--- config.mk ---
export PLATFORM = sky130hd
export DESIGN_NAME = backslash_text_escaper_top
export DESIGN_NICKNAME = d
export VERILOG_FILES = /design/src/rtl/core/bte_pkg.sv /design/src/rtl/core/backslash_text_escaper_top.sv /design/src/rtl/core/bte_front.sv /design/src/rtl/core/bte_queue.sv /design/src/rtl/core/bte_back.sv
export SDC_FILE = /design/constraint.sdc
export NUM_CORES = 1
export LEC_CHECK = 0
export BUFFER_PORTS_ARGS = -buffer_cell sky130_fd_sc_hd__buf_4
export CAP_MARGIN = 0
export CORE_MARGIN = 2
export CORE_UTILIZATION = 55
export CTS_CLUSTER_DIAMETER = 120
export DETAILED_ROUTE_END_ITERATION = 6
export GPL_ROUTABILITY_DRIVEN = 1
export GPL_TIMING_DRIVEN = 0
export PLACE_DENSITY = 0.74
export RECOVER_POWER = 50
export SLEW_MARGIN = 25
export SYNTH_ARGS = -nofsm -noshare
export SYNTH_HDL_FRONTEND = slang
export SYNTH_SLANG_ARGS = --single-unit
--- constraint.sdc ---
create_clock -name clk_i -period 4.6 [get_ports clk_i]
set_input_delay 0.46 -clock clk_i [delete_from_list [all_inputs] [get_ports clk_i]]
set_output_delay 0.46 -clock clk_i [all_outputs]
set_load 0.05 [all_outputs]
--- src/rtl/core/bte_pkg.sv ---
package bte_pkg;

  // Kind of output run the back part expands
  typedef enum logic [2:0] {
    CmdEnd   = 3'd0,  // end marker only, no character
    CmdPlain = 3'd1,  // one literal byte
    CmdEsc2  = 3'd2,  // backslash + one byte
    CmdHex4  = 3'd3,  // \uXXXX
    CmdHex8  = 3'd4,  // \UXXXXXXXX
    CmdRaw4  = 3'd5   // four raw UTF-8 bytes, lead first
  } cmd_kind_e;

  typedef struct packed {
    cmd_kind_e   kind;
    logic [31:0] data;
    logic        last;
  } cmd_t;

  typedef struct packed {
    logic c_style;
    logic zero_term;
  } cfg_t;

  localparam int unsigned CfgIdxW = 1;
  localparam logic [CfgIdxW-1:0] CfgEscapeStyle   = 1'd0;
  localparam logic [CfgIdxW-1:0] CfgZeroTerminates = 1'd1;

  localparam logic [7:0] ChBackslash = 8'h5C;
  localparam logic [7:0] ChLowerU    = 8'h75;
  localparam logic [7:0] ChUpperU    = 8'h55;
  localparam logic [7:0] ChDigit0    = 8'h30;
  localparam logic [7:0] HexAlphaOff = 8'h37;  // 'A' - 10

  localparam int unsigned MaxResults = 10;
  localparam int unsigned IdxW       = 4;

  function automatic logic [7:0] hex_char(input logic [3:0] d);
    hex_char = (d < 4'd10) ? (ChDigit0 + {4'h0, d}) : (HexAlphaOff + {4'h0, d});
  endfunction

endpackage

--- src/rtl/core/backslash_text_escaper_top.sv ---
// Channel | Dir | Handshake                       | Payload
// --------+-----+---------------------------------+-------------------------------
// in      | in  | in_valid_i / in_stall_o         | in_byte_i, in_last_i
// out     | out | out_valid_o / out_stall_i       | out_char_o, has_char_o, out_last_o
// cfg     | in  | cfg_valid_i / cfg_ready_o (=1)  | cfg_index_i, cfg_wdata_i
//
// One input byte is taken per cycle while the command queue has room; the back
// end emits one character per cycle while the queue is not empty and
// out_stall_i is low, so a byte yields 0 to 10 characters (none for bytes that
// complete nothing, 10 for \UXXXXXXXX). Commands pass through the queue to the
// output register. Async active-low reset clears decoder state, queue and output
// valid, and sets JSON style, no zero termination. in_stall_o is queue full;
// out_stall_i holds the output register and the expander.
module backslash_text_escaper_top
  import bte_pkg::*;
#(
  parameter int unsigned QueueDepth = 4
) (
  input  logic               clk_i,
  input  logic               rst_ni,
  // byte input
  input  logic               in_valid_i,
  output logic               in_stall_o,
  input  logic [7:0]         in_byte_i,
  input  logic               in_last_i,
  // escaped output
  output logic               out_valid_o,
  input  logic               out_stall_i,
  output logic [7:0]         out_char_o,
  output logic               has_char_o,
  output logic               out_last_o,
  // register writes
  input  logic               cfg_valid_i,
  output logic               cfg_ready_o,
  input  logic [CfgIdxW-1:0] cfg_index_i,
  input  logic               cfg_wdata_i
);

  cfg_t cfg_q;
  logic q_push, q_pop, q_empty, q_full;
  cmd_t push_cmd, head_cmd;

  // register writes are always taken
  assign cfg_ready_o = 1'b1;

  always_ff @(posedge clk_i or negedge rst_ni) begin
    if (!rst_ni) begin
      cfg_q <= '0;
    end else if (cfg_valid_i) begin
      unique case (cfg_index_i)
        CfgEscapeStyle:    cfg_q.c_style   <= cfg_wdata_i;
        CfgZeroTerminates: cfg_q.zero_term <= cfg_wdata_i;
        default: ;
      endcase
    end
  end

  // front: UTF-8 decode and classification into commands, at most one per byte
  bte_front u_front (
    .clk_i      (clk_i),
    .rst_ni     (rst_ni),
    .cfg_i      (cfg_q),
    .in_valid_i (in_valid_i),
    .in_byte_i  (in_byte_i),
    .in_last_i  (in_last_i),
    .q_full_i   (q_full),
    .in_stall_o (in_stall_o),
    .push_o     (q_push),
    .cmd_o      (push_cmd)
  );

  // decouples byte intake from character expansion
  bte_queue #(
    .Depth (QueueDepth)
  ) u_queue (
    .clk_i   (clk_i),
    .rst_ni  (rst_ni),
    .push_i  (q_push),
    .data_i  (push_cmd),
    .pop_i   (q_pop),
    .data_o  (head_cmd),
    .empty_o (q_empty),
    .full_o  (q_full)
  );

  // back: expands each command into output characters
  bte_back u_back (
    .clk_i       (clk_i),
    .rst_ni      (rst_ni),
    .cmd_i       (head_cmd),
    .empty_i     (q_empty),
    .pop_o       (q_pop),
    .out_valid_o (out_valid_o),
    .out_stall_i (out_stall_i),
    .out_char_o  (out_char_o),
    .has_char_o  (has_char_o),
    .out_last_o  (out_last_o)
  );

endmodule

--- src/rtl/core/bte_front.sv ---
module bte_front
  import bte_pkg::*;
(
  input  logic       clk_i,
  input  logic       rst_ni,
  input  cfg_t       cfg_i,
  input  logic       in_valid_i,
  input  logic [7:0] in_byte_i,
  input  logic       in_last_i,
  input  logic       q_full_i,
  output logic       in_stall_o,
  output logic       push_o,
  output cmd_t       cmd_o
);

  localparam logic [20:0] MinLen2  = 21'h000080;
  localparam logic [20:0] MinLen3  = 21'h000800;
  localparam logic [20:0] MinLen4  = 21'h010000;
  localparam logic [20:0] SurLo    = 21'h00D800;
  localparam logic [20:0] SurHi    = 21'h00DFFF;
  localparam logic [20:0] CpMax    = 21'h10FFFF;
  localparam logic [20:0] BmpMax   = 21'h00FFFF;

  logic        term_q, term_d;
  logic [1:0]  exp_q, exp_d;
  logic [1:0]  held_q, held_d;
  logic [20:0] acc_q, acc_d;
  logic [7:0]  held_bytes_q [3];

  logic        accept;
  logic        is_cont;
  logic [20:0] acc_next;
  logic [20:0] min_cp;
  logic        cp_ok;
  logic        wr_held;
  logic [1:0]  wr_idx;
  logic        emit;
  cmd_kind_e   kind;
  logic [31:0] data;
  logic [7:0]  second;

  assign in_stall_o = q_full_i;
  assign accept     = in_valid_i && !q_full_i;
  assign is_cont    = (in_byte_i[7:6] == 2'b10);
  assign acc_next   = {acc_q[14:0], in_byte_i[5:0]};

  always_comb begin
    unique case (held_q)
      2'd1:    min_cp = MinLen2;
      2'd2:    min_cp = MinLen3;
      default: min_cp = MinLen4;
    endcase
    cp_ok = (acc_next >= min_cp) && !((acc_next >= SurLo) && (acc_next <= SurHi)) &&
            (acc_next <= CpMax);
  end

  always_comb begin
    unique case (in_byte_i)
      8'h09:   second = 8'h74;  // t
      8'h0A:   second = 8'h6E;  // n
      8'h0D:   second = 8'h72;  // r
      8'h0C:   second = 8'h66;  // f
      8'h08:   second = 8'h62;  // b
      8'h0B:   second = cfg_i.c_style ? 8'h76 : 8'h00;  // v, C only
      default: second = 8'h00;
    endcase
  end

  always_comb begin
    term_d  = term_q;
    exp_d   = exp_q;
    held_d  = held_q;
    acc_d   = acc_q;
    wr_held = 1'b0;
    wr_idx  = held_q;
    emit    = 1'b0;
    kind    = CmdPlain;
    data    = '0;

    if (!term_q) begin
      if ((exp_q != 2'd0) && is_cont) begin
        acc_d = acc_next;
        exp_d = exp_q - 2'd1;
        if (exp_q == 2'd1) begin
          // sequence complete
          exp_d  = '0;
          held_d = '0;
          acc_d  = '0;
          if (cp_ok) begin
            emit = 1'b1;
            if (acc_next <= BmpMax) begin
              kind = CmdHex4;
              data = {16'h0, acc_next[15:0]};
            end else if (cfg_i.c_style) begin
              kind = CmdHex8;
              data = {11'h0, acc_next};
            end else begin
              kind = CmdRaw4;
              data = {held_bytes_q[0], held_bytes_q[1], held_bytes_q[2], in_byte_i};
            end
          end
        end else if (held_q != 2'd3) begin
          wr_held = 1'b1;
          held_d  = held_q + 2'd1;
        end
      end else begin
        // fresh byte; any pending sequence is dropped
        exp_d  = '0;
        held_d = '0;
        acc_d  = '0;
        if (cfg_i.zero_term && (in_byte_i == 8'h00)) begin
          term_d = 1'b1;
        end else if (!in_byte_i[7]) begin
          emit = 1'b1;
          if (in_byte_i < 8'h20) begin
            if (second != 8'h00) begin
              kind = CmdEsc2;
              data = {24'h0, second};
            end else begin
              kind = CmdHex4;
              data = {24'h0, in_byte_i};
            end
          end else if ((in_byte_i == ChBackslash) || (in_byte_i == 8'h22) ||
                       (cfg_i.c_style && (in_byte_i == 8'h27))) begin
            kind = CmdEsc2;
            data = {24'h0, in_byte_i};
          end else begin
            kind = CmdPlain;
            data = {24'h0, in_byte_i};
          end
        end else if (in_byte_i[7:5] == 3'b110) begin
          exp_d = 2'd1; held_d = 2'd1; wr_held = 1'b1; wr_idx = 2'd0;
          acc_d = {16'h0, in_byte_i[4:0]};
        end else if (in_byte_i[7:4] == 4'b1110) begin
          exp_d = 2'd2; held_d = 2'd1; wr_held = 1'b1; wr_idx = 2'd0;
          acc_d = {17'h0, in_byte_i[3:0]};
        end else if (in_byte_i[7:3] == 5'b11110) begin
          exp_d = 2'd3; held_d = 2'd1; wr_held = 1'b1; wr_idx = 2'd0;
          acc_d = {18'h0, in_byte_i[2:0]};
        end
      end
    end

    if (in_last_i) begin
      exp_d  = '0;
      held_d = '0;
      acc_d  = '0;
      term_d = 1'b0;
      if (!emit) begin
        emit = 1'b1;
        kind = CmdEnd;
        data = '0;
      end
    end
  end

  assign push_o     = accept && emit;
  assign cmd_o.kind = kind;
  assign cmd_o.data = data;
  assign cmd_o.last = in_last_i;

  always_ff @(posedge clk_i or negedge rst_ni) begin
    if (!rst_ni) begin
      term_q <= 1'b0;
      exp_q  <= '0;
      held_q <= '0;
      acc_q  <= '0;
    end else if (accept) begin
      term_q <= term_d;
      exp_q  <= exp_d;
      held_q <= held_d;
      acc_q  <= acc_d;
    end
  end

  always_ff @(posedge clk_i) begin
    if (accept && wr_held) begin
      held_bytes_q[wr_idx] <= in_byte_i;
    end
  end

endmodule

--- src/rtl/core/bte_queue.sv ---
module bte_queue
  import bte_pkg::*;
#(
  parameter int unsigned Depth = 4
) (
  input  logic clk_i,
  input  logic rst_ni,
  input  logic push_i,
  input  cmd_t data_i,
  input  logic pop_i,
  output cmd_t data_o,
  output logic empty_o,
  output logic full_o
);

  localparam int unsigned PtrW = (Depth > 1) ? $clog2(Depth) : 1;
  localparam int unsigned CntW = $clog2(Depth + 1);
  localparam logic [PtrW-1:0] LastPtr = PtrW'(Depth - 1);

  cmd_t            mem_q [Depth];
  logic [PtrW-1:0] wr_ptr_q, rd_ptr_q;
  logic [CntW-1:0] cnt_q;

  assign data_o  = mem_q[rd_ptr_q];
  assign empty_o = (cnt_q == '0);
  assign full_o  = (cnt_q == CntW'(Depth));

  always_ff @(posedge clk_i or negedge rst_ni) begin
    if (!rst_ni) begin
      wr_ptr_q <= '0;
      rd_ptr_q <= '0;
      cnt_q    <= '0;
    end else begin
      if (push_i) begin
        wr_ptr_q <= (wr_ptr_q == LastPtr) ? '0 : wr_ptr_q + 1'b1;
      end
      if (pop_i) begin
        rd_ptr_q <= (rd_ptr_q == LastPtr) ? '0 : rd_ptr_q + 1'b1;
      end
      if (push_i && !pop_i) begin
        cnt_q <= cnt_q + 1'b1;
      end else if (pop_i && !push_i) begin
        cnt_q <= cnt_q - 1'b1;
      end
    end
  end

  always_ff @(posedge clk_i) begin
    if (push_i) begin
      mem_q[wr_ptr_q] <= data_i;
    end
  end

endmodule

--- src/rtl/core/bte_back.sv ---
module bte_back
  import bte_pkg::*;
(
  input  logic       clk_i,
  input  logic       rst_ni,
  input  cmd_t       cmd_i,
  input  logic       empty_i,
  output logic       pop_o,
  output logic       out_valid_o,
  input  logic       out_stall_i,
  output logic [7:0] out_char_o,
  output logic       has_char_o,
  output logic       out_last_o
);

  logic [IdxW-1:0] idx_q, idx_d;
  logic            out_valid_q;
  logic [7:0]      char_q;
  logic            has_q;
  logic            last_q;

  logic            load;
  logic            final_char;
  logic [7:0]      ch;
  logic            has;
  logic [IdxW-1:0] nib_sel;
  logic [1:0]      byte_sel;
  logic [3:0]      nib;
  logic [7:0]      raw_byte;

  assign load     = !empty_i && (!out_valid_q || !out_stall_i);
  assign nib_sel  = ((cmd_i.kind == CmdHex8) ? IdxW'(9) : IdxW'(5)) - idx_q;
  assign byte_sel = 2'd3 - idx_q[1:0];
  assign nib      = cmd_i.data[{nib_sel[2:0], 2'b00} +: 4];
  assign raw_byte = cmd_i.data[{byte_sel, 3'b000} +: 8];

  always_comb begin
    ch         = 8'h00;
    has        = 1'b1;
    final_char = 1'b1;
    unique case (cmd_i.kind)
      CmdEnd: begin
        has = 1'b0;
      end
      CmdPlain: begin
        ch = cmd_i.data[7:0];
      end
      CmdEsc2: begin
        ch         = (idx_q == '0) ? ChBackslash : cmd_i.data[7:0];
        final_char = (idx_q == IdxW'(1));
      end
      CmdHex4, CmdHex8: begin
        if (idx_q == '0) begin
          ch = ChBackslash;
        end else if (idx_q == IdxW'(1)) begin
          ch = (cmd_i.kind == CmdHex8) ? ChUpperU : ChLowerU;
        end else begin
          ch = hex_char(nib);
        end
        final_char = (cmd_i.kind == CmdHex8) ? (idx_q == IdxW'(9)) : (idx_q == IdxW'(5));
      end
      CmdRaw4: begin
        ch         = raw_byte;
        final_char = (idx_q == IdxW'(3));
      end
      default: begin
        has = 1'b0;
      end
    endcase
  end

  assign pop_o = load && final_char;
  assign idx_d = load ? (final_char ? '0 : idx_q + 1'b1) : idx_q;

  always_ff @(posedge clk_i or negedge rst_ni) begin
    if (!rst_ni) begin
      idx_q       <= '0;
      out_valid_q <= 1'b0;
    end else begin
      idx_q <= idx_d;
      if (load) begin
        out_valid_q <= 1'b1;
      end else if (!out_stall_i) begin
        out_valid_q <= 1'b0;
      end
    end
  end

  always_ff @(posedge clk_i) begin
    if (load) begin
      char_q <= ch;
      has_q  <= has;
      last_q <= cmd_i.last && final_char;
    end
  end

  assign out_valid_o = out_valid_q;
  assign out_char_o  = char_q;
  assign has_char_o  = has_q;
  assign out_last_o  = last_q;

  // run position never passes the longest escape
  a_idx_range: assert property (@(posedge clk_i) disable iff (!rst_ni)
    idx_q < IdxW'(MaxResults))
    else $error("run index out of range");

  // a run that is partly emitted keeps its entry at the queue head
  a_head_held: assert property (@(posedge clk_i) disable iff (!rst_ni)
    (idx_q != '0) |-> !empty_i)
    else $error("queue emptied mid-run");

  // an end-marker-only item is always the last of its string
  a_marker_last: assert property (@(posedge clk_i) disable iff (!rst_ni)
    (out_valid_q && !has_q) |-> last_q)
    else $error("end marker without last");

endmodule
; Word-level counts from Yosys, hierarchy flattened
; Memory sizes are Yosys's and may differ from the RTL's.
; Cells that the tools add are included.
; Widths: inputs -> output; s select.
[word_totals]
regBits = 44
ramBits = 168
inputBits = 16
out_inout_bits = 13
word_cells = 209
mem_count = 2
[classes]
n_addsub = 11
order_cmp = 7
n_eq_ne = 32
shift = 2
mux = 104
bitwise_logic = 1
reduce_logical = 36
[mem_list]
columns = memory, words, width, read_ports, rd_ports_with_merged_regs, wr, line_no
row1 = u_queue.mem_q, 4, 36, 1, 0, 1, bte_queue.sv:20  ; cmd_t mem_q [Depth];
row2 = u_front.held_bytes_q, 3, 8, 3, 0, 1, bte_front.sv:28  ; logic [7:0] held_bytes_q [3];
[op_table]
columns = operator, n
row1 = $mux 32, 10
row2 = $mux 15, 7
row3 = $mux 2, 28
row4 = $eq 8x4->1 const B, 6
row5 = $mux 8, 6
row6 = $pmux 8 s6, 1
row7 = $le 21x16->1 const B, 2
row8 = $mux 3, 14
row9 = $pmux 17 s2, 1
row10 = $pmux 8 s4, 1
row11 = $shiftx 32x6->4, 1
row12 = $shiftx 32x6->8, 1
row13 = $mux 1, 31
row14 = $ge 21x16->1 const B, 1
row15 = $ge 21x17->1, 1
row16 = $le 21x21->1 const B, 1
row17 = $eq 8x6->1 const B, 2
row18 = $add 6x4->7 const A, 2
row19 = $logic_and 1x1->1, 14
row20 = $eq 3x3->1 const B, 4
row21 = $eq 2x2->1 const B, 4
row22 = $eq 4x4->1 const B, 2
row23 = $eq 8x7->1 const B, 1
row24 = $logic_not 8->1, 1
row25 = 34 further kinds, 51

; Depth between registers and ports, before layout
; Gate-level depths: netlist of the first run.
[depth]
depth_word = 15
mapped_depth = 15
ltp_nobuf = 14

; Cells and area by module
; From an unflattened synthesis of the first run, not the netlist that was laid out.
[hier_totals]
cells_unflattened = 678
hier_area_um2 = 10037.1
[modules_own_cells]
columns = mod, n_inst, cells_per_inst, area_each_um2, seq_area_each_um2
row1 = bte_queue, 1, 225, 5617.9, 4499.3
row2 = bte_front, 1, 295, 2708.8, 1221.2
row3 = bte_back, 1, 150, 1612.8, 425.4
row4 = backslash_text_escaper_top, 1, 8, 97.6, 50.0

; Least setup slack after synthesis of the first run
; OpenSTA, ideal clock, no wires.
[synth_timing]
path_type = flip-flop to flip-flop
start = register u_queue.cnt_q[0]
end = register u_queue.cnt_q[1]
setup_time_ns = 0.125
arrival_ns = 3.370
t_required_ns = 4.475
setup_slack_ns = 1.105
path_stages_with_launch = 9
n_path_buf = 0
period_less_slack_ns = 3.495
cell_sequence = dfrtp_1 -> nor3b_1 -> nor2b_1 -> o21ai_1 -> a31oi_1 -> ha_1 -> inv_1 -> fa_1 -> mux2_2
[synth_via]
elab_chain_cells = 7
elab_cells_between_ends = 17
cone_classes = add/sub (2) / eq/ne (1) / mux (2) / reduce/logical (12)
[synth_lines]
columns = item, line_no
row1 = start: declaration, bte_queue.sv:22  ; logic [CntW-1:0] cnt_q;
row2 = start signal: assignment, bte_queue.sv:41  ; cnt_q <= cnt_q + 1'b1;
row3 = start signal: assignment, bte_queue.sv:43  ; cnt_q <= cnt_q - 1'b1;
row4 = $eq 3x3->1 *, bte_queue.sv:26  ; assign full_o = (cnt_q == CntW'(Depth));
row5 = via in_stall_o, backslash_text_escaper_top.sv:23  ; output logic in_stall_o,
row6 = $logic_not 1->1 *, bte_front.sv:43  ; assign accept = in_valid_i && !q_full_i;
row7 = $logic_and 1x1->1 *, bte_front.sv:43
row8 = $logic_and 1x1->1 *, bte_front.sv:157  ; assign push_o = accept && emit;
row9 = via q_push, backslash_text_escaper_top.sv:40  ; logic q_push, q_pop, q_empty, q_full;
row10 = $logic_not 1->1, bte_queue.sv:42  ; end else if (pop_i && !push_i) begin
row11 = $logic_and 1x1->1, bte_queue.sv:42
row12 = $reduce_bool 2->1 (no source line), n/a
; Mark *: on every way through the listed nets, which the timed path passes. The rest lies on a longest branch. The select of a mux whose other input is x is not followed.
; A chain may end at the register's enable or synchronous reset.

; Worst setup path in the final report of the first run
[layout_timing]
start = register u_queue.rd_ptr_q[0]
end = register u_queue.cnt_q[1]
[layout_via]
elab_chain_cells = 8
elab_cells_between_ends = 14
cone_classes = eq/ne (4) / mux (3) / reduce/logical (6) / memory (1)
[layout_lines]
columns = item, line_no
row1 = start: declaration, bte_queue.sv:21  ; logic [PtrW-1:0] wr_ptr_q, rd_ptr_q;
row2 = start signal: assignment, bte_queue.sv:38  ; rd_ptr_q <= (rd_ptr_q == LastPtr) ? '0 : rd_ptr_q + 1'b1;
row3 = $mem_v2 4x36 *, n/a
row4 = $eq 3x3->1 / $eq 3x2->1 (equally long branches), "bte_back.sv:41, bte_back.sv:60"
row5 = $mux 1 / $reduce_or 2->1 (equally long branches), "bte_back.sv:60, bte_back.sv:41"
row6 = $pmux 1 s3 *, bte_back.sv:41  ; unique case (cmd_i.kind)
row7 = $logic_and 1x1->1 *, bte_back.sv:72  ; assign pop_o = load && final_char;
row8 = $logic_not 1->1, bte_queue.sv:40  ; if (push_i && !pop_i) begin
row9 = $logic_and 1x1->1, bte_queue.sv:40
row10 = $mux 3 / $reduce_bool 2->1 (equally long branches), n/a
; Every way passes the cells marked *; elsewhere a longest branch is shown, timed or not.

==> results.json, run 1 <==
{
  "status": "complete, but fails checks",
  "violations": "max-capacitance violations, max-slew violations",
  "irDropWorstVdd_mv": 0.406,
  "hold_buffers": 1,
  "powerDensity_nw_per_um2": 642,
  "crit_top_cell": "inv_1",
  "finalCritPeriodShare_pct": 87.2,
  "min_to": "u_back.out_valid_o$_DFFE_PN0P_",
  "synth_cell_type_count": 70,
  "grt_usage_pct": 25.0,
  "cp_max_fo": 10,
  "syn_inst": 693,
  "fin_nets": 786,
  "synthToLayoutAreaGrowth_pct": 12.9,
  "synth_nets": 728,
  "io-pin-count": 29,
  "antennaDiodeCount": 0,
  "dr.pass1.iters": 6,
  "grt_max_degree": 35,
  "dr_total_vias": 6305,
  "synthFlopType": "edfxtp_1",
  "leakage_nw": 3.89,
  "drc_errors": 0,
  "critPathKind": "reg -> reg",
  "hp-class": "in -> reg",
  "cts_resized": 0,
  "critPathSlowestCell": "mux4_2",
  "finalClockSkew_ns": 0.0172,
  "antenna_found_initial": 0,
  "r2r_slack_ns": 0.59,
  "clk_latency_ns": 0.51,
  "fmax_mhz": 249,
  "fp.dieH_um": 137,
  "grt_first_pass_wirelength_um": 35000,
  "h-tree-depth": 1,
  "cap_violations": 1,
  "place_hpwl_um": 15400,
  "cts_setup_buffers": 0,
  "cts_buffer_depth": 3,
  "startpoint_type": "flop",
  "rsz0062_at_grt": "no",
  "finalSetupViolations": 0,
  "root_buffer": "clkbuf_16",
  "wl_per_cell_um": 22.6,
  "core_area_um2": 17300,
  "fillers": 1284,
  "yosysSeqAreaShare_pct": 63.7,
  "slew_viol_final": 35,
  "io_buffers": 27,
  "clkSinkCount": 212,
  "max_stage_delay_ns": 0.51,
  "cp-end-kind": "flop",
  "tns_ns": 0,
  "fin_crit_ns": 4.01,
  "synth_edf_count": 178,
  "synthArstFlopShare_pct": 16.0,
  "clkTransAtPathRegs_ns": 0.06,
  "ys_seq_elements": 212,
  "vias_per_cell": 6.36,
  "reg2regPathDepth": 13,
  "drtIter0Drc": 746,
  "yosysMostFrequentCell": "edfxtp_1",
  "placed_area_um2": 10300,
  "ant_nets": 0,
  "grt_pass1_vias": 6216,
  "synth_area_leader_cell": "edfxtp_1",
  "cp_data_required_time_ns": 4.99,
  "p_total_mw": 7.04,
  "worst_r2r_startpoint": "u_queue.rd_ptr_q[0]$_DFFE_PN0P_",
  "synth_top_area_share_pct": 55.0,
  "gp_congestion": 0.905,
  "die-area_um2": 18800,
  "syn_area_per_cell_um2": 14.0,
  "slew_headroom_pct": -32.5,
  "arrival_ns": 4.39,
  "synth.yosys.warnings": 0,
  "final_hold_viol_count": 0,
  "initial_core_util_pct": 56.2,
  "holdPathStages": 3,
  "crit_chain": "buf_6 -> mux4_2 -> clkbuf_1 -> nor3b_4 -> a21oi_1 -> o32a_1 -> o21ai_2 -> and2_1 -> inv_1 -> ha_1 -> inv_1 -> fa_1 -> mux2_2",
  "synthTopCellsByArea": "edfxtp_1 (55%), dfrtp_1 (8.8%), mux4_2 (6.5%), ha_1 (2.3%), nand2_1 (2.3%)",
  "worstHoldStart": "out_stall_i",
  "drt_wl_total_um": 22400,
  "design_area_um2": 11000,
  "numCtsBuffers": 22,
  "drive_above_1_share_pct": 14.6,
  "synth_commonest_cells": "edfxtp_1 (178), nand2_1 (59), a21oi_1 (42)",
  "cp_num_buf_inv": 4,
  "fp.dieW_um": 137,
  "syn-cell-area_um2": 9720,
  "timing.rr.end": "u_queue.cnt_q[1]$_DFFE_PN0P_",
  "cpLargestDelayFamily": "compound AO/OA/AOI/OAI gates",
  "gr-total-overflow": 0,
  "worstMarginPinSlew_ns": 1.99,
  "cts_tree": "done",
  "rows": 48
}
==> flip-flops by register name, indices dropped and copies added (netlist names), 2 cells and up <==
| register | flops |
|---|---|
| u_queue.mem_q | 144 |
| u_front.held_bytes_q | 24 |
| u_front.acc_q | 15 |
| u_back.out_char_o | 8 |
| u_back.idx_q | 4 |
| u_queue.cnt_q | 3 |
| cfg_q | 2 |
| u_front.exp_q | 2 |
| u_front.held_q | 2 |
| u_queue.rd_ptr_q | 2 |
| u_queue.wr_ptr_q | 2 |
==> tightest hold or removal path: cells and delay by family <==
| kind | cells | cell delay, ns |
|---|---|---|
| buffers and inverters | 1 | 0.08 |
| AND/OR/NAND/NOR | 2 | 0.09 |
==> metrics by stage <==
step | setup slack [ns] | hold slack (ns) | utilization, % | std cells
3_5_place_dp | 0.741 | 0.450 | 59.7 | 951
2_1_floorplan | 1.10 | 0.164 | - | 693
5_1_grt | 0.378 | 0.171 | 63.5 | 992
3_3_place_gp | 0.124 | 0.432 | 59.0 | 945
4_1_cts | 0.673 | 0.146 | 64.1 | 992
6_report | 0.591 | 0.169 | 63.5 | 992
==> final cells by class <==
| cell class | count | area (um2) | share of cell area [%] |
|---|---|---|---|
| Sequential cell | 212 | 6200 | 56.4 |
| Tap cell | 225 | 282 | 2.56 |
| Clock buffer | 28 | 594 | 5.41 |
| Multi-Input combinational cell | 426 | 3300 | 30.0 |
| Clock inverter | 12 | 159 | 1.45 |
| Buffer | 32 | 145 | 1.32 |
| Timing Repair Buffer | 34 | 218 | 1.98 |
| Inverter | 23 | 86.3 | 0.786 |
==> cells in the final DEF, fill, tap and decap left out, types with 5 or more instances in the layout <==
cell type  netlist  routed
o21ai_0         28      29
and2_0           0      11
buf_2            5       5
o211ai_1         7       7
buf_4            3       8
mux2i_1         13      13
nand2_1         59      59
nor2b_1          7       7
nor3_1          15      15
a21oi_1         42      42
nor2_1          34      34
o21a_1           7       7
dfrtp_1         34      34
nand2b_1         9       9
a221oi_1         5       5
clkbuf_1        22      52
a22o_1          16      16
inv_1           21      21
mux2_2          15      15
edfxtp_1       178     178
clkinv_1         2       6
o22ai_1          7       7
and2_1          23       8
clkbuf_16        0      23
ha_1            18      18
mux4_2          28      28
a31oi_1          7       7
==> cell families (layout without fill, tap and decap cells) <==
family          after synthesis  in the layout  share of synthesized area, %
other cells                   1              1                        0.0386
xor+xnor                      6              6                         0.618
buf+inv                      55            129                          2.46
compound gates              165            165                          11.7
mux                          57             57                          9.72
fa+ha+maj                    19             19                          2.52
flops                       212            212                          63.7
simple gates                178            178                          9.23
==> worst max path at each step <==
stage / to / from / cells past startpoint / slack [ns]
2_1_floorplan: u_queue.cnt_q[1]$_DFFE_PN0P_ / u_queue.cnt_q[0]$_DFFE_PN0P_ / 8 / 1.10
3_3_place_gp: u_queue.mem_q[3][3]$_DFFE_PP_ / in_byte_i[0] / 9 / 0.12
3_5_place_dp: u_queue.cnt_q[1]$_DFFE_PN0P_ / u_queue.rd_ptr_q[0]$_DFFE_PN0P_ / 13 / 0.74
4_1_cts: u_queue.cnt_q[1]$_DFFE_PN0P_ / u_queue.rd_ptr_q[0]$_DFFE_PN0P_ / 13 / 0.67
5_1_grt: u_queue.cnt_q[1]$_DFFE_PN0P_ / u_queue.rd_ptr_q[0]$_DFFE_PN0P_ / 13 / 0.38
6_report: u_queue.cnt_q[1]$_DFFE_PN0P_ / u_queue.rd_ptr_q[0]$_DFFE_PN0P_ / 13 / 0.59
==> where the power goes <==
group          internal [mW]  switching, mW
clock                   1.14          0.699
sequential              2.43          0.136
combinational          0.994           1.65
==> metal layers <==
metal,global-route usage (%),vias to the layer above,wire [um]
met4,7.33,0,578
li1,-,2788,-
met1,33.9,3148,8950
met3,3.70,61,1700
met2,42.5,308,11200
met5,0,-,0
(Power assumes the default switching activity.)
==> inputs of run 2 (changes only) <==
Settings changed: CORE_UTILIZATION 55 to 50, HOLD_SLACK_MARGIN set to 0.08, PLACE_DENSITY 0.74 to 0.68.
==> run 2 against run 1 <==
The run still ends with max-capacitance violations, max-slew violations left. Via count decreased by 1.7%. Worst setup slack improved by 0.024 ns. Sequential power about the same. First-iteration DRC count decreased by 33%. Non-clock buffer count increased by 1. Largest power group unchanged. Flip-flop and latch count unchanged. Critical path depth unchanged. Critical endpoint unchanged. Cell count increased by 4.3%. Sequential share of layout area decreased by 0.084 points.
==> results.json, run 2 (synthesized netlist as in run 1, its figures left out) <==
{
  "status": "complete, but fails checks",
  "violations": "max-capacitance violations, max-slew violations",
  "finalClockSkew_ns": 0.0231,
  "h-tree-depth": 1,
  "clkTransAtPathRegs_ns": 0.06,
  "rsz0062_at_grt": "no",
  "grt_max_degree": 35,
  "dr.pass1.iters": 7,
  "cp-end-kind": "flop",
  "die-area_um2": 20600,
  "crit_top_cell": "inv_1",
  "synthToLayoutAreaGrowth_pct": 13.1,
  "cts_tree": "done",
  "clkPwrFrac_pct": 25.3,
  "irDropWorstVdd_mv": 0.277,
  "fp.dieW_um": 143,
  "place_hpwl_um": 15900,
  "vias_per_cell": 5.99,
  "slew_viol_final": 35,
  "mostFrequentLayoutCell": "edfxtp_1",
  "largest_reg_flops": 144,
  "drive_above_1_share_pct": 14.7,
  "cp_max_fo": 10,
  "antenna_found_initial": 0,
  "drc_errors": 0,
  "r2r_slack_ns": 0.62,
  "whs_ns": 0.175,
  "powerDensity_nw_per_um2": 636,
  "critPathKind": "reg -> reg",
  "drt_wl_total_um": 22600,
  "final_hold_viol_count": 0,
  "initial_core_util_pct": 50.4,
  "grt_usage_pct": 22.6,
  "leakage_nw": 3.88,
  "drtIter0Drc": 499,
  "final_cell_mix": "edfxtp_1 (178), nand2_1 (59), clkbuf_1 (52)",
  "io_buffers": 27,
  "crit_chain": "buf_6 -> mux4_2 -> clkbuf_1 -> nor3b_4 -> a21oi_1 -> o32a_1 -> o21ai_2 -> and2_1 -> inv_1 -> ha_1 -> inv_1 -> fa_1 -> mux2_2",
  "grt_pass1_vias": 6043,
  "numCtsBuffers": 23,
  "ant_nets": 0,
  "critPathSlowestCell": "mux4_2",
  "gp_congestion": 0.910,
  "arrival_ns": 4.36,
  "clkSinkCount": 212,
  "slew_headroom_pct": -40.9,
  "finalSetupViolations": 0,
  "root_buffer": "clkbuf_16",
  "fin_nets": 788,
  "p_sw_share_pct": 36.2,
  "rows": 51,
  "cp_data_required_time_ns": 4.98,
  "fin_crit_ns": 3.98,
  "core_area_um2": 19300,
  "gr-total-overflow": 0,
  "grt_first_pass_wirelength_um": 34900,
  "p_comb_share_pct": 38.2,
  "top_register": "u_queue.mem_q",
  "antennaDiodeCount": 0,
  "clk_latency_ns": 0.51,
  "max_stage_delay_ns": 0.51,
  "cts_buffer_depth": 3,
  "top_regs": "u_queue.mem_q: 144 flops, u_front.held_bytes_q: 24 flops, u_front.acc_q: 15 flops",
  "pwr-share-seq_pct": 36.5,
  "fmax_mhz": 251,
  "finalCritPeriodShare_pct": 86.6,
  "cap_violations": 1,
  "tns_ns": 0,
  "dr_total_vias": 6200,
  "worstMarginPinSlew_ns": 2.11,
  "io-pin-count": 29,
  "p_int_mw": 4.46,
  "startpoint_type": "flop",
  "hp-class": "in -> reg",
  "fp.dieH_um": 143,
  "wl_per_cell_um": 21.9,
  "netSwitchingPower_mw": 2.53
}
run 2: cell count changes in the layout (fill, tap and decap cells not counted):
cell        change
and2_0          -6
xor2_2          -1
clkinvlp_4      +3
nor4_1          +1
bufinv_16       -2
inv_6           +2
nor4_2          -1
xor2_1          +1
and2_1          +6
run 2: what timing repair did:
| action | 4_1_cts | 5_1_grt |
|---|---|---|
| hold buffers | 1 | 0 |
| resized for setup | 0 | 0 |
| hold endpoints to repair | 34 | 0 |
| buffers inserted | 0 | 0 |
run 2: routing by layer:
| layer | wire [um] | track usage (%) |
|---|---|---|
| met5 | 0 | 0 |
| met4 | 510 | 5.83 |
| met3 | 1370 | 2.87 |
| met2 | 11000 | 38.0 |
| met1 | 9750 | 31.6 |
run 2: path summary, 6_finish.rpt:
| check | startpoint | end | cells after the start |
|---|---|---|---|
| worst min register to register | u_back.out_valid_o$_DFFE_PN0P_ | u_back.out_valid_o$_DFFE_PN0P_ | 2 |
| worst max register to register | u_queue.rd_ptr_q[0]$_DFFE_PN0P_ | u_queue.cnt_q[1]$_DFFE_PN0P_ | 13 |
| worst max-delay path | u_queue.rd_ptr_q[0]$_DFFE_PN0P_ | u_queue.cnt_q[1]$_DFFE_PN0P_ | 13 |
| worst min-delay path | out_stall_i | u_back.out_valid_o$_DFFE_PN0P_ | 3 |
| max in group asynchronous | rst_ni | u_back.out_valid_o$_DFFE_PN0P_ | 2 |
| min in group asynchronous | rst_ni | u_front.exp_q[0]$_DFFE_PN0P_ | 2 |
run 2: critical path, delay by kind of cell (launching register included):
family / cells / cell delay [ns]
compound gates: 3 / 0.80
buf+inv: 4 / 0.61
mux: 2 / 0.78
flops: 1 / 0.37
fa+ha+maj: 2 / 0.60
simple gates: 2 / 0.70
run 2: area by class of cell:
| type | count | area (um2) |
|---|---|---|
| fill | 1561 | 8280 |
| sequential | 212 | 6200 |
| multi-input combinational | 426 | 3280 |
| clock buffer | 27 | 591 |
| tap | 265 | 332 |
| timing repair buffer | 35 | 221 |
| buffer | 32 | 145 |
| clock inverter | 15 | 139 |
| inverter | 23 | 86.3 |
run 2: power groups by stage:
stage / clock network, mW / registers (mW) / logic [mW]
finish: 1.77 / 2.55 / 2.67
global route: 1.86 / 2.57 / 2.90
detailed placement: 0 / 2.59 / 2.72
CTS: 1.78 / 2.55 / 2.73
global placement: 0 / 2.59 / 2.61
floorplan: 0 / 2.73 / 1.80
run 2: through the flow:
stage | worst slack, ns | power (mW) | area (um2) | utilization [%] | std cells
2_1_floorplan | 1.10 | 4.53 | 9720 | - | 693
3_3_place_gp | 0.0194 | 5.19 | 10300 | 53.2 | 985
3_5_place_dp | 0.746 | 5.30 | 10400 | 53.8 | 992
4_1_cts | 0.695 | 7.07 | 11100 | 57.7 | 1035
5_1_grt | 0.419 | 7.33 | 11000 | 57.1 | 1035
6_report | 0.615 | 6.99 | 11000 | 57.1 | 1035
